<file path="config.mk">
export PLATFORM = sky130hd
export DESIGN_NAME = rrt_ctrl_flat
export DESIGN_NICKNAME = d
export VERILOG_FILES = /design/src/design/rrt_pkg.sv /design/src/design/rrt_if.sv /design/src/design/rrt_ctrl.sv /design/src/flat_wrapper.sv
export VERILOG_INCLUDE_DIRS = /design/src /design/src/design
export SDC_FILE = /design/constraint.sdc
export NUM_CORES = 1
export LEC_CHECK = 0
export BUFFER_PORTS_ARGS = -buffer_cell sky130_fd_sc_hd__buf_2
export CAP_MARGIN = 20
export CORE_UTILIZATION = 30
export CTS_BUF_LIST = sky130_fd_sc_hd__clkbuf_2 sky130_fd_sc_hd__clkbuf_4 sky130_fd_sc_hd__clkbuf_8
export DETAILED_ROUTE_END_ITERATION = 12
export PLACE_DENSITY_LB_ADDON = 0.25
export SYNTH_ARGS = -nofsm -noshare
export SYNTH_HDL_FRONTEND = slang
export SYNTH_SLANG_ARGS = --single-unit
</file>
<file path="constraint.sdc">
create_clock -name clk -period 4.9 [get_ports clk]
set_clock_uncertainty 0.2 [all_clocks]
set_input_delay 0.245 -clock clk [delete_from_list [all_inputs] [get_ports clk]]
set_output_delay 0.245 -clock clk [all_outputs]
set_load 0.01 [all_outputs]
</file>
<file path="src/design/retransmit_request_table_assert.svh">
`ifndef RETRANSMIT_REQUEST_TABLE_ASSERT_SVH
`define RETRANSMIT_REQUEST_TABLE_ASSERT_SVH

// Same-cycle implication, checked on every clock edge outside reset.
`define RRT_ASSERT_IMP(label, ante, cons) \
  label: assert property (@(posedge clk) disable iff (rst) (ante) |-> (cons)) \
    else $error("retransmit request table check failed");

// Next-cycle implication, checked on every clock edge outside reset.
`define RRT_ASSERT_NXT(label, ante, cons) \
  label: assert property (@(posedge clk) disable iff (rst) (ante) |=> (cons)) \
    else $error("retransmit request table check failed");

`endif

</file>
<file path="src/design/rrt_pkg.sv">
`timescale 1ns / 1ps
package rrt_pkg;

  localparam int MAX_REQ     = 64;
  localparam int TABLE_DEPTH = 2048;
  localparam int BLOCK_BITS  = 16;

  localparam int BLK_W     = 16;
  localparam int CNT_OUT_W = 7;
  localparam int TAB_AW    = $clog2(TABLE_DEPTH);
  localparam int FILL_W    = $clog2(TABLE_DEPTH + 1);
  localparam int CNT_W     = $clog2(MAX_REQ + 1);
  localparam int ROW_SEL_W = 4;
  localparam int ROW_BITS  = 1 << ROW_SEL_W;
  localparam int MAP_AW    = BLOCK_BITS - ROW_SEL_W;
  localparam int MAP_ROWS  = 1 << MAP_AW;
  localparam int CFG_IDX_W = 2;

  typedef enum logic [1:0] {
    OP_MARK = 2'd0,
    OP_REQ  = 2'd1,
    OP_PASS = 2'd2,
    OP_NONE = 2'd3
  } op_t;

  typedef enum logic [1:0] {
    KIND_ACK     = 2'd0,
    KIND_RETRANS = 2'd1,
    KIND_RESTART = 2'd2,
    KIND_DONE    = 2'd3
  } kind_t;

  localparam logic [CFG_IDX_W-1:0] CFG_BLOCK_TOTAL = 2'd0;
  localparam logic [CFG_IDX_W-1:0] CFG_WIRE_BLOCKS = 2'd1;
  localparam logic [CFG_IDX_W-1:0] CFG_SORTED_MODE = 2'd2;

  typedef struct packed {
    logic              re;
    logic [TAB_AW-1:0] raddr;
    logic              we;
    logic [TAB_AW-1:0] waddr;
    logic [BLK_W-1:0]  wdata;
  } tab_req_t;

  typedef struct packed {
    logic                rd_en;
    logic [MAP_AW-1:0]   rd_row;
    logic                wr_en;
    logic [MAP_AW-1:0]   wr_row;
    logic [ROW_BITS-1:0] wr_data;
  } map_req_t;

  function automatic logic [BLOCK_BITS-1:0] map_index(input logic [BLK_W-1:0] b);
    return BLOCK_BITS'(b);
  endfunction

endpackage

</file>
<file path="src/design/rrt_if.sv">
`timescale 1ns / 1ps
interface rrt_in_if;
  logic        valid;
  logic        ready;
  logic [1:0]  op;
  logic [15:0] block;
  logic [15:0] gapless_to;

  modport source (output valid, op, block, gapless_to, input ready);
  modport sink (input valid, op, block, gapless_to, output ready);
endinterface

interface rrt_out_if;
  logic        valid;
  logic        ready;
  logic [1:0]  kind;
  logic [15:0] block_out;
  logic [15:0] wire_clear_at;
  logic [6:0]  count;
  logic        dropped;
  logic        last;

  modport source (output valid, kind, block_out, wire_clear_at, count, dropped, last,
                  input ready);
  modport sink (input valid, kind, block_out, wire_clear_at, count, dropped, last,
                output ready);
endinterface

</file>
<file path="src/design/rrt_ctrl.sv">
`timescale 1ns / 1ps
`include "retransmit_request_table_assert.svh"
module rrt_ctrl
  import rrt_pkg::*;
(
  input  logic                clk,
  input  logic                rst,
  rrt_in_if.sink              in_ch,
  rrt_out_if.source           out_ch,
  input  logic [BLK_W-1:0]    block_total,
  input  logic [BLK_W-1:0]    wire_blocks,
  input  logic                sorted_mode,
  output tab_req_t            tab_req,
  input  logic [BLK_W-1:0]    tab_rdata,
  output map_req_t            map_req,
  input  logic [ROW_BITS-1:0] map_rdata,
  input  logic                map_busy
);

  typedef enum logic [17:0] {
    ST_IDLE    = 18'h00001,
    ST_MK_RD   = 18'h00002,
    ST_MK_WR   = 18'h00004,
    ST_RQ_RD   = 18'h00008,
    ST_RQ_CHK  = 18'h00010,
    ST_SR_RD   = 18'h00020,
    ST_SR_CMP  = 18'h00040,
    ST_SH_RD   = 18'h00080,
    ST_SH_WR   = 18'h00100,
    ST_PS_RD   = 18'h00200,
    ST_PS_MAP  = 18'h00400,
    ST_PS_CHK  = 18'h00800,
    ST_PS_END  = 18'h01000,
    ST_PS_RST  = 18'h02000,
    ST_EM_RD   = 18'h04000,
    ST_EM_OUT  = 18'h08000,
    ST_EM_DONE = 18'h10000,
    ST_ACK     = 18'h20000
  } state_t;

  state_t              state, state_next;
  logic [FILL_W-1:0]   fill, fill_next;
  logic [FILL_W-1:0]   e, e_next;
  logic [FILL_W-1:0]   pos, pos_next;
  logic [CNT_W-1:0]    cnt, cnt_next;
  logic [BLK_W-1:0]    hold, hold_next;
  logic                drop, drop_next;
  logic [BLK_W-1:0]    cur_blk, cur_gap;

  logic                  ov, ov_next;
  logic [1:0]            okind, okind_next;
  logic [BLK_W-1:0]      oblk, oblk_next;
  logic [BLK_W-1:0]      oclr, oclr_next;
  logic [CNT_OUT_W-1:0]  ocnt, ocnt_next;
  logic                  odrop, odrop_next;
  logic                  olast, olast_next;

  logic                  in_acc, can_emit;
  logic [BLOCK_BITS-1:0] cur_idx, hold_idx, rd_idx;
  logic [BLK_W:0]        start_w, clr_w;
  logic [BLK_W-1:0]      start_cl, clr_cl;
  logic [FILL_W-1:0]     fill_m1;

  function automatic logic [TAB_AW-1:0] fill_w_addr(input logic [FILL_W-1:0] a);
    return a[TAB_AW-1:0];
  endfunction

  assign in_ch.ready = (state == ST_IDLE) && !map_busy;
  assign in_acc      = in_ch.valid && in_ch.ready;
  assign can_emit    = !ov || out_ch.ready;

  assign cur_idx  = map_index(cur_blk);
  assign hold_idx = map_index(hold);
  assign rd_idx   = map_index(tab_rdata);
  assign fill_m1  = fill - FILL_W'(1);

  // clamp restart point and clear point to the transfer size
  assign start_w  = {1'b0, cur_gap} + (BLK_W + 1)'(1);
  assign clr_w    = {1'b0, tab_rdata} + {1'b0, wire_blocks};
  assign start_cl = (start_w > {1'b0, block_total}) ? block_total : start_w[BLK_W-1:0];
  assign clr_cl   = (clr_w > {1'b0, block_total}) ? block_total : clr_w[BLK_W-1:0];

  // sequencer: read, check, write back, emit results
  always_comb begin
    state_next = state;
    fill_next  = fill;
    e_next     = e;
    pos_next   = pos;
    cnt_next   = cnt;
    hold_next  = hold;
    drop_next  = drop;
    ov_next    = ov && !out_ch.ready;
    okind_next = okind;
    oblk_next  = oblk;
    oclr_next  = oclr;
    ocnt_next  = ocnt;
    odrop_next = odrop;
    olast_next = olast;
    tab_req    = '0;
    map_req    = '0;
    unique case (state)
      ST_IDLE: begin
        if (in_acc) begin
          case (op_t'(in_ch.op))
            OP_MARK: state_next = ST_MK_RD;
            OP_REQ:  state_next = ST_RQ_RD;
            OP_PASS: begin
              e_next     = '0;
              cnt_next   = '0;
              state_next = ST_PS_RD;
            end
            default: begin
              drop_next  = 1'b0;
              state_next = ST_ACK;
            end
          endcase
        end
      end
      ST_MK_RD: begin
        map_req.rd_en  = 1'b1;
        map_req.rd_row = cur_idx[BLOCK_BITS-1:ROW_SEL_W];
        state_next     = ST_MK_WR;
      end
      ST_MK_WR: begin
        map_req.wr_en   = 1'b1;
        map_req.wr_row  = cur_idx[BLOCK_BITS-1:ROW_SEL_W];
        map_req.wr_data = map_rdata | (ROW_BITS'(1) << cur_idx[ROW_SEL_W-1:0]);
        drop_next       = 1'b0;
        state_next      = ST_ACK;
      end
      ST_RQ_RD: begin
        map_req.rd_en  = 1'b1;
        map_req.rd_row = cur_idx[BLOCK_BITS-1:ROW_SEL_W];
        state_next     = ST_RQ_CHK;
      end
      ST_RQ_CHK: begin
        if (fill >= FILL_W'(TABLE_DEPTH) || map_rdata[cur_idx[ROW_SEL_W-1:0]]) begin
          drop_next  = 1'b1;
          state_next = ST_ACK;
        end else if (!sorted_mode) begin
          tab_req.we    = 1'b1;
          tab_req.waddr = fill[TAB_AW-1:0];
          tab_req.wdata = cur_blk;
          fill_next     = fill + FILL_W'(1);
          drop_next     = 1'b0;
          state_next    = ST_ACK;
        end else begin
          e_next     = '0;
          state_next = ST_SR_RD;
        end
      end
      // find the first entry not below the new block
      ST_SR_RD: begin
        if (e < fill) begin
          tab_req.re    = 1'b1;
          tab_req.raddr = e[TAB_AW-1:0];
          state_next    = ST_SR_CMP;
        end else begin
          pos_next   = e;
          e_next     = fill;
          state_next = ST_SH_RD;
        end
      end
      ST_SR_CMP: begin
        if (tab_rdata < cur_blk) begin
          e_next     = e + FILL_W'(1);
          state_next = ST_SR_RD;
        end else if (tab_rdata == cur_blk) begin
          drop_next  = 1'b1;
          state_next = ST_ACK;
        end else begin
          pos_next   = e;
          e_next     = fill;
          state_next = ST_SH_RD;
        end
      end
      // shift the tail up one place, then insert
      ST_SH_RD: begin
        if (e > pos) begin
          tab_req.re    = 1'b1;
          tab_req.raddr = fill_w_addr(e - FILL_W'(1));
          state_next    = ST_SH_WR;
        end else begin
          tab_req.we    = 1'b1;
          tab_req.waddr = pos[TAB_AW-1:0];
          tab_req.wdata = cur_blk;
          fill_next     = fill + FILL_W'(1);
          drop_next     = 1'b0;
          state_next    = ST_ACK;
        end
      end
      ST_SH_WR: begin
        tab_req.we    = 1'b1;
        tab_req.waddr = e[TAB_AW-1:0];
        tab_req.wdata = tab_rdata;
        e_next        = e - FILL_W'(1);
        state_next    = ST_SH_RD;
      end
      // compact: keep entries that are nonzero and not yet received
      ST_PS_RD: begin
        if (e < fill && cnt < CNT_W'(MAX_REQ)) begin
          tab_req.re    = 1'b1;
          tab_req.raddr = e[TAB_AW-1:0];
          state_next    = ST_PS_MAP;
        end else begin
          state_next = ST_PS_END;
        end
      end
      ST_PS_MAP: begin
        hold_next      = tab_rdata;
        map_req.rd_en  = 1'b1;
        map_req.rd_row = rd_idx[BLOCK_BITS-1:ROW_SEL_W];
        state_next     = ST_PS_CHK;
      end
      ST_PS_CHK: begin
        if (hold != '0 && !map_rdata[hold_idx[ROW_SEL_W-1:0]]) begin
          tab_req.we    = 1'b1;
          tab_req.waddr = TAB_AW'(cnt);
          tab_req.wdata = hold;
          cnt_next      = cnt + CNT_W'(1);
        end
        e_next     = e + FILL_W'(1);
        state_next = ST_PS_RD;
      end
      ST_PS_END: begin
        if (cnt >= CNT_W'(MAX_REQ)) begin
          tab_req.re    = 1'b1;
          tab_req.raddr = fill_m1[TAB_AW-1:0];
          state_next    = ST_PS_RST;
        end else begin
          fill_next  = FILL_W'(cnt);
          e_next     = '0;
          state_next = ST_EM_RD;
        end
      end
      ST_PS_RST: begin
        if (can_emit) begin
          ov_next    = 1'b1;
          okind_next = KIND_RESTART;
          oblk_next  = start_cl;
          oclr_next  = clr_cl;
          ocnt_next  = CNT_OUT_W'(MAX_REQ);
          odrop_next = 1'b0;
          olast_next = 1'b1;
          fill_next  = '0;
          state_next = ST_IDLE;
        end
      end
      // replay the surviving entries
      ST_EM_RD: begin
        if (e < FILL_W'(cnt)) begin
          tab_req.re    = 1'b1;
          tab_req.raddr = e[TAB_AW-1:0];
          state_next    = ST_EM_OUT;
        end else begin
          state_next = ST_EM_DONE;
        end
      end
      ST_EM_OUT: begin
        if (can_emit) begin
          ov_next    = 1'b1;
          okind_next = KIND_RETRANS;
          oblk_next  = tab_rdata;
          oclr_next  = '0;
          ocnt_next  = CNT_OUT_W'(cnt);
          odrop_next = 1'b0;
          olast_next = 1'b0;
          e_next     = e + FILL_W'(1);
          state_next = ST_EM_RD;
        end
      end
      ST_EM_DONE: begin
        if (can_emit) begin
          ov_next    = 1'b1;
          okind_next = KIND_DONE;
          oblk_next  = '0;
          oclr_next  = '0;
          ocnt_next  = CNT_OUT_W'(cnt);
          odrop_next = 1'b0;
          olast_next = 1'b1;
          state_next = ST_IDLE;
        end
      end
      ST_ACK: begin
        if (can_emit) begin
          ov_next    = 1'b1;
          okind_next = KIND_ACK;
          oblk_next  = '0;
          oclr_next  = '0;
          ocnt_next  = '0;
          odrop_next = drop;
          olast_next = 1'b1;
          state_next = ST_IDLE;
        end
      end
      default: state_next = ST_IDLE;
    endcase
  end

  // control state
  always_ff @(posedge clk) begin
    if (rst) begin
      state <= ST_IDLE;
      fill  <= '0;
      ov    <= 1'b0;
    end else begin
      state <= state_next;
      fill  <= fill_next;
      ov    <= ov_next;
    end
  end

  // working and result payload
  always_ff @(posedge clk) begin
    e     <= e_next;
    pos   <= pos_next;
    cnt   <= cnt_next;
    hold  <= hold_next;
    drop  <= drop_next;
    okind <= okind_next;
    oblk  <= oblk_next;
    oclr  <= oclr_next;
    ocnt  <= ocnt_next;
    odrop <= odrop_next;
    olast <= olast_next;
    if (in_acc) begin
      cur_blk <= in_ch.block;
      cur_gap <= in_ch.gapless_to;
    end
  end

  assign out_ch.valid         = ov;
  assign out_ch.kind          = okind;
  assign out_ch.block_out     = oblk;
  assign out_ch.wire_clear_at = oclr;
  assign out_ch.count         = ocnt;
  assign out_ch.dropped       = odrop;
  assign out_ch.last          = olast;

  `RRT_ASSERT_IMP(a_fill_limit, 1'b1, fill <= FILL_W'(TABLE_DEPTH))
  `RRT_ASSERT_NXT(a_accept_leaves_idle, in_acc, state != ST_IDLE)
  `RRT_ASSERT_IMP(a_compact_behind_scan, state == ST_PS_CHK && tab_req.we, FILL_W'(cnt) <= e)
  `RRT_ASSERT_IMP(a_no_accept_while_clearing, map_busy, !in_ch.ready)

endmodule

</file>
<file path="src/flat_wrapper.sv">
// flat-port wrapper written by rule: the top's interface ports become plain ports
module rrt_ctrl_flat import rrt_pkg::*;
  (clk, rst, block_total, wire_blocks, sorted_mode, tab_req, tab_rdata, map_req, map_rdata, map_busy, in_ch_valid, in_ch_op, in_ch_block, in_ch_gapless_to, in_ch_ready, out_ch_valid, out_ch_kind, out_ch_block_out, out_ch_wire_clear_at, out_ch_count, out_ch_dropped, out_ch_last, out_ch_ready);
  rrt_in_if in_ch_i ();
  rrt_out_if out_ch_i ();
  input  logic clk;
  input  logic rst;
  input  logic [BLK_W-1:0] block_total;
  input  logic [BLK_W-1:0] wire_blocks;
  input  logic sorted_mode;
  output tab_req_t tab_req;
  input  logic [BLK_W-1:0] tab_rdata;
  output map_req_t map_req;
  input  logic [ROW_BITS-1:0] map_rdata;
  input  logic map_busy;
  input wire logic [$bits(in_ch_i.valid)-1:0] in_ch_valid;
  input wire logic [$bits(in_ch_i.op)-1:0] in_ch_op;
  input wire logic [$bits(in_ch_i.block)-1:0] in_ch_block;
  input wire logic [$bits(in_ch_i.gapless_to)-1:0] in_ch_gapless_to;
  output wire logic [$bits(in_ch_i.ready)-1:0] in_ch_ready;
  output wire logic [$bits(out_ch_i.valid)-1:0] out_ch_valid;
  output wire logic [$bits(out_ch_i.kind)-1:0] out_ch_kind;
  output wire logic [$bits(out_ch_i.block_out)-1:0] out_ch_block_out;
  output wire logic [$bits(out_ch_i.wire_clear_at)-1:0] out_ch_wire_clear_at;
  output wire logic [$bits(out_ch_i.count)-1:0] out_ch_count;
  output wire logic [$bits(out_ch_i.dropped)-1:0] out_ch_dropped;
  output wire logic [$bits(out_ch_i.last)-1:0] out_ch_last;
  input wire logic [$bits(out_ch_i.ready)-1:0] out_ch_ready;
  assign in_ch_i.valid = in_ch_valid;
  assign in_ch_i.op = in_ch_op;
  assign in_ch_i.block = in_ch_block;
  assign in_ch_i.gapless_to = in_ch_gapless_to;
  assign in_ch_ready = in_ch_i.ready;
  assign out_ch_valid = out_ch_i.valid;
  assign out_ch_kind = out_ch_i.kind;
  assign out_ch_block_out = out_ch_i.block_out;
  assign out_ch_wire_clear_at = out_ch_i.wire_clear_at;
  assign out_ch_count = out_ch_i.count;
  assign out_ch_dropped = out_ch_i.dropped;
  assign out_ch_last = out_ch_i.last;
  assign out_ch_i.ready = out_ch_ready;
  rrt_ctrl u_core (.clk(clk), .rst(rst), .in_ch(in_ch_i), .out_ch(out_ch_i), .block_total(block_total), .wire_blocks(wire_blocks), .sorted_mode(sorted_mode), .tab_req(tab_req), .tab_rdata(tab_rdata), .map_req(map_req), .map_rdata(map_rdata), .map_busy(map_busy));
endmodule
</file>
==> results.rst <==
.. list-table::
   :header-rows: 1

   * - Metric
     - Value
   * - Run status
     - complete, no violations
   * - Setup crit start kind
     - primary input
   * - CTS buffer count
     - 17
   * - Number of global-route vias before repair
     - 10,688
   * - Initial antenna violation count
     - 0
   * - Internal Pwr Total
     - 2.465 mW
   * - Worst hold path type
     - primary input to register
   * - P per Cell Area
     - 271.8 nW/um2
   * - Max Cap Violations
     - 0
   * - Total core area
     - 37,840 um2
   * - Pre-CTS WS
     - 364.2 ps
   * - Synthesis-to-layout area growth
     - 23.34%
   * - Quantity of gates resized following cts
     - 0
   * - Total routing usage reported by global routing
     - 20.92%
   * - Setup TNS
     - 0 ps
   * - Largest net degree at the start of global routing
     - 41
   * - Setup-violating endpoint count in the final report
     - 0
   * - Synthesis-stage register bit count
     - 154
   * - Number of DRC markers after the initial detailed-route iteration
     - 936
   * - Clock-pin slew reported for the worst setup and hold paths after clock tree synthesis
     - 90 ps
   * - Leakage power of the design
     - 6.294 nW
   * - CTS sink cnt
     - 154
   * - Number of flops mapped to enable cells by yosys
     - 123
   * - Count of nets left with antenna violations after detail routing
     - 0
   * - Largest vdd supply drop
     - 0.0001744 V
   * - Fraction of registers with async set/reset
     - 0%
   * - Slew headroom
     - 39.50%
   * - First-pass detailed-route iteration total
     - 8
   * - Total die area
     - 39,400 um2
   * - Horizontal extent of the die
     - 198.5 um
   * - Final Hold Slack
     - 43.51 ps
   * - Starting density of the core
     - 30.61%
   * - Cell row count
     - 71
   * - Nets@finish
     - 1,721
   * - Number of input and output port buffers inserted
     - 230
   * - Clock tree from TritonCTS
     - built
   * - Worst-margin pin slew
     - 907.6 ps
   * - Part of the power in combinational logic
     - 30.4%
   * - Antenna diode instance count
     - 0
   * - Unique masters post-synth
     - 86
   * - Largest area contributor in the netlist
     - sky130_fd_sc_hd__edfxtp_1
   * - Detailed-route DRC error count
     - 0
   * - Sequential share of power
     - 44.4%
   * - Minimum setup slack in the final design
     - 282.1 ps
   * - Signal arrival time at the worst endpoint
     - 4650 ps
   * - I/O pin cnt
     - 231
   * - Share of final-layout standard cells stronger than drive strength 1
     - 20.47%
   * - Power share of the clock group
     - 25.2%
   * - Most frequent cell after synthesis
     - sky130_fd_sc_hd__nor2_1
   * - Sequential cell area fraction in the yosys report
     - 37.25%
   * - Depth of the CTS H-tree
     - 4
   * - Yosys warning count
     - 0
   * - Hold Violations, Final
     - 0
   * - Fraction of the cycle the final worst path needs
     - 94.24%
   * - Global-route wire length before repair
     - 61,890 um
   * - Total net switching power
     - 1.418 mW
   * - Maximum count of clock buffers along a single path
     - 2
   * - CP Capture Type
     - register
   * - Total global routing overflow
     - 0
   * - Clock period minus worst slack
     - 4618 ps
   * - DP HPWL
     - 31,260 um
   * - Post-synthesis instance total
     - 1,245
   * - Leading cell types by total area after synthesis
     - sky130_fd_sc_hd__edfxtp_1, sky130_fd_sc_hd__ha_1, sky130_fd_sc_hd__dfxtp_1, sky130_fd_sc_hd__nor2_1, sky130_fd_sc_hd__inv_1
   * - Insertion delay to the later sink of the worst-skew pair
     - 500 ps
   * - Count of vias placed by the detailed router
     - 10,889
   * - Syn Area/Cell
     - 9.303 um2
   * - Die span in y
     - 198.5 um
   * - CTS hold repair buffers
     - 67
   * - Count of fill cells added during filler insertion
     - 3,930
   * - Pins over their slew limit
     - 0
   * - Area fraction of the dominant cell type after synthesis
     - 31.89%
   * - Avg WL per Cell
     - 20.15 um
   * - Timing-limited maximum frequency
     - 216.5 MHz
   * - Worst setup path class
     - primary input to register
   * - Cell types with the highest counts after synthesis
     - sky130_fd_sc_hd__nor2_1, sky130_fd_sc_hd__edfxtp_1, sky130_fd_sc_hd__ha_1, sky130_fd_sc_hd__inv_1, sky130_fd_sc_hd__nand2_1
   * - Area of the mapped netlist
     - 11,580 um2
   * - Aggregate routed wire length
     - 41,110 um
   * - Top FF cell, synth
     - sky130_fd_sc_hd__edfxtp_1
   * - Power Total
     - 3.883 mW
   * - Share of total power consumed by net switching
     - 36.52%
   * - Final estimated routing congestion in global placement
     - 0.8907
   * - Post-CTS setup buffer count
     - 0
   * - Detailed-route vias per instance
     - 5.338
   * - RSZ-0062 raised after global routing
     - false
   * - Data required time at the worst endpoint
     - 4940 ps
   * - Master cell of the clock root buffer
     - sky130_fd_sc_hd__clkbuf_8
   * - Syn nets
     - 1,450
   * - Largest fanout on the critical path
     - 17
==> area by class of cell <==
class	count	area, um2	share of cell area, %
timing repair buffer	316	1972	13.80
clock inverter	15	140.1	0.9809
multi-input combinational	930	6623	46.36
sequential	154	4314	30.20
inverter	97	364.1	2.549
tap	511	639.4	4.475
clock buffer	17	234.0	1.638
==> power groups by stage <==
stage	logic [mW]	clock network [mW]	registers (mW)
floorplan	0.870	0	1.64
global placement	1.11	0	1.75
detailed placement	1.13	0	1.75
CTS	1.18	1.00	1.72
global route	1.32	1.04	1.74
finish	1.18	0.977	1.72
==> critical path, cell delays in order <==
cell,delay (ps)
sky130_fd_sc_hd__dlygate4sd3_1,520
sky130_fd_sc_hd__buf_2,170
sky130_fd_sc_hd__ha_1,230
sky130_fd_sc_hd__fa_1,430
sky130_fd_sc_hd__a211oi_1,310
sky130_fd_sc_hd__o21ai_0,210
sky130_fd_sc_hd__nand3_1,130
sky130_fd_sc_hd__a31oi_1,170
sky130_fd_sc_hd__or4_1,430
sky130_fd_sc_hd__nand3_1,130
sky130_fd_sc_hd__ha_1,160
sky130_fd_sc_hd__nand4_1,100
sky130_fd_sc_hd__nor2_1,210
sky130_fd_sc_hd__a32oi_1,120
sky130_fd_sc_hd__a21boi_0,270
sky130_fd_sc_hd__nor2_1,120
sky130_fd_sc_hd__nand2_1,80
sky130_fd_sc_hd__buf_4,260
sky130_fd_sc_hd__mux2i_1,270
sky130_fd_sc_hd__nor2_1,70
==> per-layer routing <==
layer / up-vias / wire length [um] / GRT usage (%)
met5: - / 0 / 0
met4: 0 / 1057 / 7.179
li1: 5210 / - / -
met3: 60 / 2624 / 4.120
met2: 410 / 19400 / 34.81
met1: 5209 / 18030 / 26.95
==> placed cells by master, fill, tap and decap left out, drive strengths merged, types with 17 or more instances in the layout <==
master and instances:
buf 249, nor2 144, edfxtp 123, inv 103, ha 100, nand2 89
dlygate4sd3 67, a21oi 58, o21ai 44, nand3 41, nand4 32, nor3 32
xnor2 31, dfxtp 31, mux2i 30, a222oi 27, o31ai 26, nor2b 23
and3 20, a21o 20, a22o 18, clkbuf 17
==> through the flow <==
step | area (um2) | utilization (%) | instances
2_1_floorplan | 11580 | - | 1245
3_3_place_gp | 13230 | 34.95 | 1940
3_5_place_dp | 13230 | 34.95 | 1940
4_1_cts | 14270 | 37.71 | 2039
5_1_grt | 14290 | 37.75 | 2040
6_report | 14290 | 37.75 | 2040
==> flip-flops by register name (all words and copies together) (netlist names), 12 cells and up <==
name,count
u_core.hold,16
u_core.pos,12
u_core.fill,12
u_core.out_ch.block_out,16
u_core.cur_gap,16
u_core.state,18
u_core.out_ch.wire_clear_at,16
u_core.cur_blk,16
u_core.e,12
==> final timing paths <==
| path | start | end | slack [ps] | cells after the start |
|---|---|---|---|---|
| worst max-delay path | tab_rdata[0] | u_core.out_ch.wire_clear_at[3] | 280 | 20 |
| worst max register to register | u_core.cur_gap[2] | u_core.out_ch.block_out[7] | 860 | 13 |
| worst min register to register | u_core.fill[11] | u_core.fill[11] | 360 | 2 |
| worst min-delay path | block_total[2] | u_core.out_ch.block_out[2] | 40 | 3 |
==> cells by family after synthesis <==
logic type | count (synthesis) | synth area share [%]
fa+ha+maj | 101 | 10.98
xor+xnor | 47 | 3.554
flops | 154 | 37.25
buf+inv | 161 | 5.693
mux | 40 | 4.472
simple gates | 459 | 20.54
compound gates | 283 | 17.52
No activity file was read; power rests on OpenSTA's default activity.
